`src/rtl/ast_pkg.sv`:
```
package ast_pkg;

    // Default table depths; both must be powers of two.
    localparam int PTR_SLOTS_DEF  = 4096;
    localparam int SITE_SLOTS_DEF = 1024;

    localparam logic [47:0] KEY_EMPTY = 48'd0;
    localparam logic [47:0] KEY_TOMB  = 48'd1;
    localparam logic [47:0] MAX48     = {48{1'b1}};
    localparam logic [31:0] MAX32     = {32{1'b1}};
    localparam logic        OP_ALLOC  = 1'b0;
    localparam logic        OP_FREE   = 1'b1;

    typedef struct packed {
        logic        operation;
        logic [47:0] address;
        logic [31:0] alloc_size;
        logic [47:0] call_site;
    } in_item_t;

    typedef struct packed {
        logic        ptr_recorded;
        logic        site_updated;
        logic [47:0] site_live_bytes;
        logic [47:0] site_alloc_bytes;
        logic [31:0] site_alloc_count;
        logic [31:0] site_free_count;
        logic [31:0] freed_size;
        logic [47:0] freed_site;
    } out_item_t;

    typedef struct packed {
        logic [47:0] key;
        logic [31:0] size;
        logic [47:0] site;
    } ptr_entry_t;

    typedef struct packed {
        logic [47:0] key;
        logic [47:0] live;
        logic [47:0] total;
        logic [31:0] allocs;
        logic [31:0] frees;
    } site_entry_t;

    typedef enum logic [2:0] {
        ST_CLEAR,
        ST_IDLE,
        ST_P_RD,
        ST_P_CHK,
        ST_S_START,
        ST_S_RD,
        ST_S_CHK,
        ST_DONE
    } ast_state_t;

    typedef struct packed {
        logic clear;
        logic start;
        logic p_read;
        logic p_next;
        logic p_write;
        logic s_start;
        logic s_read;
        logic s_next;
        logic s_write;
        logic out_load;
    } ast_cmd_t;

    typedef struct packed {
        logic ignored;
        logic is_free;
        logic p_hit;
        logic p_empty;
        logic p_last;
        logic p_tomb_avail;
        logic site_zero;
        logic s_hit;
        logic s_empty;
        logic s_last;
        logic clr_done;
        logic out_free;
    } ast_stat_t;

    // Probe start hash before reduction to the table depth.
    function automatic logic [47:0] hash_of(input logic [47:0] a);
        hash_of = (a >> 4) ^ (a >> 9);
    endfunction

    function automatic logic [47:0] sat_add48(input logic [47:0] a, input logic [31:0] b);
        logic [48:0] s;
        s = {1'b0, a} + {17'd0, b};
        sat_add48 = s[48] ? MAX48 : s[47:0];
    endfunction

    function automatic logic [31:0] sat_inc32(input logic [31:0] a);
        sat_inc32 = (a == MAX32) ? MAX32 : a + 32'd1;
    endfunction

endpackage

```
`src/rtl/ast_ctrl.sv`:
```
module ast_ctrl (
    input  logic              clk,
    input  logic              rst_n,
    input  logic              in_valid,
    output logic              in_stall,
    input  ast_pkg::ast_stat_t stat,
    output ast_pkg::ast_cmd_t  cmd
);
    import ast_pkg::*;

    ast_state_t state_reg, state_next;

    // State register.
    always_ff @(posedge clk or negedge rst_n)
    begin
        if (!rst_n)
        begin
            state_reg <= ST_CLEAR;
        end
        else
        begin
            state_reg <= state_next;
        end
    end

    // Next state and commands.
    always_comb
    begin
        state_next = state_reg;
        cmd        = '0;
        in_stall   = (state_reg != ST_IDLE);
        unique case (state_reg)
            ST_CLEAR:
            begin
                cmd.clear = 1'b1;
                if (stat.clr_done)
                begin
                    state_next = ST_IDLE;
                end
            end
            ST_IDLE:
            begin
                if (in_valid)
                begin
                    cmd.start  = 1'b1;
                    state_next = ST_P_RD;
                end
            end
            ST_P_RD:
            begin
                if (stat.ignored)
                begin
                    state_next = ST_DONE;
                end
                else
                begin
                    cmd.p_read = 1'b1;
                    state_next = ST_P_CHK;
                end
            end
            ST_P_CHK:
            begin
                if (stat.p_hit || stat.p_empty || stat.p_last)
                begin
                    if (stat.is_free)
                    begin
                        if (stat.p_hit)
                        begin
                            cmd.p_write = 1'b1;
                            state_next  = stat.site_zero ? ST_DONE : ST_S_START;
                        end
                        else
                        begin
                            state_next = ST_DONE;
                        end
                    end
                    else
                    begin
                        cmd.p_write = stat.p_hit || stat.p_empty || stat.p_tomb_avail;
                        state_next  = stat.site_zero ? ST_DONE : ST_S_START;
                    end
                end
                else
                begin
                    cmd.p_next = 1'b1;
                    state_next = ST_P_RD;
                end
            end
            ST_S_START:
            begin
                cmd.s_start = 1'b1;
                state_next  = ST_S_RD;
            end
            ST_S_RD:
            begin
                cmd.s_read = 1'b1;
                state_next = ST_S_CHK;
            end
            ST_S_CHK:
            begin
                if (stat.s_hit || (stat.s_empty && !stat.is_free))
                begin
                    cmd.s_write = 1'b1;
                    state_next  = ST_DONE;
                end
                else if (stat.s_empty || stat.s_last)
                begin
                    state_next = ST_DONE;
                end
                else
                begin
                    cmd.s_next = 1'b1;
                    state_next = ST_S_RD;
                end
            end
            ST_DONE:
            begin
                if (stat.out_free)
                begin
                    cmd.out_load = 1'b1;
                    state_next   = ST_IDLE;
                end
            end
            default:
            begin
                state_next = ST_IDLE;
            end
        endcase
    end

endmodule

```
`config.mk`:
```
export PLATFORM = sky130hd
export DESIGN_NAME = ast_ctrl
export DESIGN_NICKNAME = d
export VERILOG_FILES = /design/src/rtl/ast_pkg.sv /design/src/rtl/ast_ctrl.sv
export SDC_FILE = /design/constraint.sdc
export NUM_CORES = 1
export LEC_CHECK = 0
export ABC_AREA = 1
export BUFFER_PORTS_ARGS = -buffer_cell sky130_fd_sc_hd__buf_2
export CORE_AREA = 2 2 39 41
export DETAILED_ROUTE_END_ITERATION = 12
export DIE_AREA = 0 0 41 43
export GPL_ROUTABILITY_DRIVEN = 0
export PLACE_DENSITY_LB_ADDON = 0.08
export SLEW_MARGIN = 0
export SYNTH_ARGS = -nofsm -noshare
export SYNTH_HDL_FRONTEND = slang
export SYNTH_SLANG_ARGS = --single-unit
```
`constraint.sdc`:
```
create_clock -name clk -period 2.4 [get_ports clk]
set_input_delay 0.48 -clock clk [delete_from_list [all_inputs] [get_ports clk]]
set_output_delay 0.48 -clock clk [all_outputs]
set_load 0.005 [all_outputs]
```
* After elaboration in Yosys (flattened, before gate mapping) *
Index checks and enable logic that the tools add are counted.
Widths: inputs -> output; s select.

operators by class
  eq/ne operators = 11
  reductions and logical operators = 9
  muxes and demuxes = 29

operators by type and width
  cell                number
  $pmux 3 s8          1
  $mux 3              6
  $mux 1              16
  $eq 3x3->1 const B  4
  $mux 2              6
  $eq 3x2->1 const B  2
  $ne 2x2->1 const B  3
  $logic_or 1x1->1    5
  $eq 3x1->1 const B  1
  $logic_not 3->1     1
  $ne 3x1->1 const B  1
  $reduce_and 3->1    1
  $logic_and 1x1->1   1
  $logic_not 1->1     1

word-level totals
  bits of input ports = 15
  output and inout bits = 11
  word-level logic and storage cells = 50
  register bits after elaboration = 3

* Logic depth before layout (Yosys ltp) *
  depth after elaboration = 5
  depth in mapped cells = 9
  mapped depth without buffers = 9

* Least setup slack after synthesis *
OpenSTA, ideal clock, no wires.

  kind = reg-to-output
  start = register state_reg[0]
  end = output cmd[1] (netlist name)
  data arrival time = 0.846 ns
  stages on the path, launching flop included = 6
  setup slack = 1.074 ns
  path buffers = 0
  path through = dfrtp_1 -> inv_1 -> nand2_1 -> nor2_2 -> inv_1 -> nor2_1

RTL lines
  what                    RTL line        text
  from (decl)             ast_ctrl.sv:11  ast_state_t state_reg, state_next;
  from (signal assigned)  ast_ctrl.sv:22  state_reg <= state_next;
  to (decl)               ast_ctrl.sv:7   output ast_pkg::ast_cmd_t cmd

==> impl_metrics.tcl <==
set metrics [dict create \
    outcome "complete, no violations" \
    drc 0 \
    tritoncts "done" \
    cp_max_fo 6 \
    crit_path_start_kind "flip-flop" \
    antennaDiodeCount 0 \
    cts_buffers 3 \
    grt_usage 0.1148 \
    wl_met3_um 93 \
    drtIter0Drc 5 \
    ff2ff_setup_slack_ns 1.24 \
    cts.path.max_buffers 2 \
    ys_warn_count 0 \
    critPathCapture "cmd[1]" \
    io_pins 26 \
    internal_power_uw 268.2 \
    cts_resized 0 \
    portBuffers 25 \
    synthDistinctLibCells 15 \
    grt_max_degree 9 \
    critical_path_depth 6 \
    startpoint "state_reg[0]$_DFFE_PN0P_" \
    yosysSeqAreaShare 0.2143 \
    power.density_mw_per_mm2 1015 \
    drive_above_1_share 0.3723 \
    netlist_instances 65 \
    syn_area_per_cell_um2 5.390 \
    period_share 0.7256 \
    drv_slew 0 \
    period_needed_ns 1.741 \
    cpMostUsedCell "inv_1" \
    top_layer_used "met3" \
    worstSetupPathType "reg -> out" \
    fin_skew_ns 0.004256 \
    insertion_delay_ns 0.23 \
    htreeDepth 1 \
    r2r_cells 6 \
    p_seq_frac 0.246 \
    final-hold-violation-count 0 \
    cp_top_family "flip-flops" \
    path_clk_slew_ns 0.04 \
    wl_met1_um 403 \
    wl_met2_um 372 \
    slowest_stage "dfrtp_1" \
    design.die.area_mm2 0.001763 \
    crit-reg2reg-launch "state_reg[2]$_DFFE_PN0P_" \
    final_cell_mix "buf_2, nand2_1, nor2_1, inv_1" \
    grt_pass1_vias 368 \
    rows 14 \
    crit_path_end_kind "output pin" \
    ant_nets 0 \
    grt_pass1_wl_um 1428 \
    grt_setup_unrepaired "false" \
    area_growth_syn_to_layout_pct 48.93 \
    critPathMaxStageDelay_ns 0.44 \
    fp.dieH_um 43 \
    start_util 0.2532 \
    postCtsHoldBufs 0 \
    slew_headroom 0.8231 \
    reg2reg_to "state_reg[1]$_DFFE_PN0P_" \
    wl_per_cell_um 7.900 \
    nets 110 \
    ys_ff_latch 3 \
    viasPerCell 4.191 \
    core-area_mm2 0.001384 \
    first_pass_iters 4 \
    maxCapViolCount 0 \
    ir_worst_vdd_v 0.0003090 \
    p_leak_nw 0.3254 \
    critPathBufInv 3 \
    fmax_mhz 574.3 \
    required_ns 1.92 \
    cp_cell_sequence "inv_1 -> nand2_1 -> nor2_2 -> inv_1 -> nor2_1 -> buf_2" \
    root_buffer "clkbuf_4" \
    syn-num-nets 80 \
    largest_reg_flops 3 \
    gr-total-overflow 0 \
    clkSinkCount 3 \
    place_hpwl_um 760.6 \
    drt_wl_total_um 869 \
    holdWs_ns 0.03418 \
    p_sw_uw 261.5 \
    layout_commonest_cell "buf_2" \
    placed_cells 106 \
    die_w_um 41 \
    worst_pin_slew_ns 0.2653 \
    final_cell_count_no_fill 110 \
    netlist_area_um2 350.3 \
    setup_viol 0 \
    hold_path.class "in -> async" \
    antenna_found_initial 0 \
    switching_share 0.4938 \
    num_vias 461 \
    num-fill-cells 167 \
    clockPowerShare 0.163 \
    post_cts_buffers 0 \
    cp.arrival_ns 1.26 \
    p_total_uw 529.7 \
    combPwrFrac 0.592 \
    setup_tns_ns 0 \
]
metrics by stage:
step                      worst slack (ns)    util  cell area [µm²]
after floorplan                      1.074       -            350.3
after global placement              0.8717  0.3580            495.5
after detailed placement            0.8800  0.3580            495.5
after CTS                           0.6457  0.3770            521.8
after global routing                0.4653  0.3770            521.8
final                               0.6586  0.3770            521.8
synth_stat cells (all sizes together):
| library cell | number | area share |
|---|---|---|
| o2111ai | 1 | 0.025 |
| nor3 | 2 | 0.029 |
| o21ai | 2 | 0.039 |
| nor2 | 18 | 0.21 |
| dfrtp | 3 | 0.21 |
| nand2 | 20 | 0.23 |
| o31ai | 1 | 0.021 |
| nand4 | 1 | 0.018 |
| inv | 13 | 0.15 |
| nand3 | 4 | 0.071 |
logic make-up (layout without fill, tap and decap cells):
kind of cell,after synthesis,after routing,synth area share
AOI/OAI and AO/OA,4,4,0.08572
buffers and inverters,13,42,0.1464
DFF,3,3,0.2143
and+or+nand+nor,45,45,0.5536
how the worst min path moves through the flow:
| stage | start | to | slack, ns | cells past startpoint |
|---|---|---|---|---|
| after CTS | rst_n | state_reg[0]$_DFFE_PN0P_ | 0.03 | 1 |
| after global routing | rst_n | state_reg[0]$_DFFE_PN0P_ | 0.03 | 1 |
| final | rst_n | state_reg[0]$_DFFE_PN0P_ | 0.03 | 1 |
| after floorplan | rst_n | state_reg[0]$_DFFE_PN0P_ | 0.18 | 0 |
| after global placement | rst_n | state_reg[0]$_DFFE_PN0P_ | 0.28 | 1 |
| after detailed placement | rst_n | state_reg[0]$_DFFE_PN0P_ | 0.28 | 1 |
power by group through the flow:
stage               sequential, mW  clock (mW)  combinational [mW]
floorplan                    0.119           0               0.227
global placement             0.132           0               0.323
detailed placement           0.130           0               0.320
CTS                          0.130      0.0896               0.321
global route                 0.138      0.0962               0.372
finish                       0.130      0.0863               0.313
layer usage:
metal / up-vias / global-route usage
met1: 180 / 0.1623
met5: - / 0
met4: 0 / 0.02000
li1: 256 / -
met3: 0 / 0.05236
met2: 25 / 0.1594
layout make-up:
class	count	area, µm²	area share
clock buffer	4	26.28	0.05036
tap	16	20.02	0.03837
inverter	13	51.30	0.09832
sequential	3	75.07	0.1439
multi-input combinational	49	224.0	0.4293
timing repair buffer	25	125.1	0.2398
Note: power is estimated with default switching activity, not from simulation.
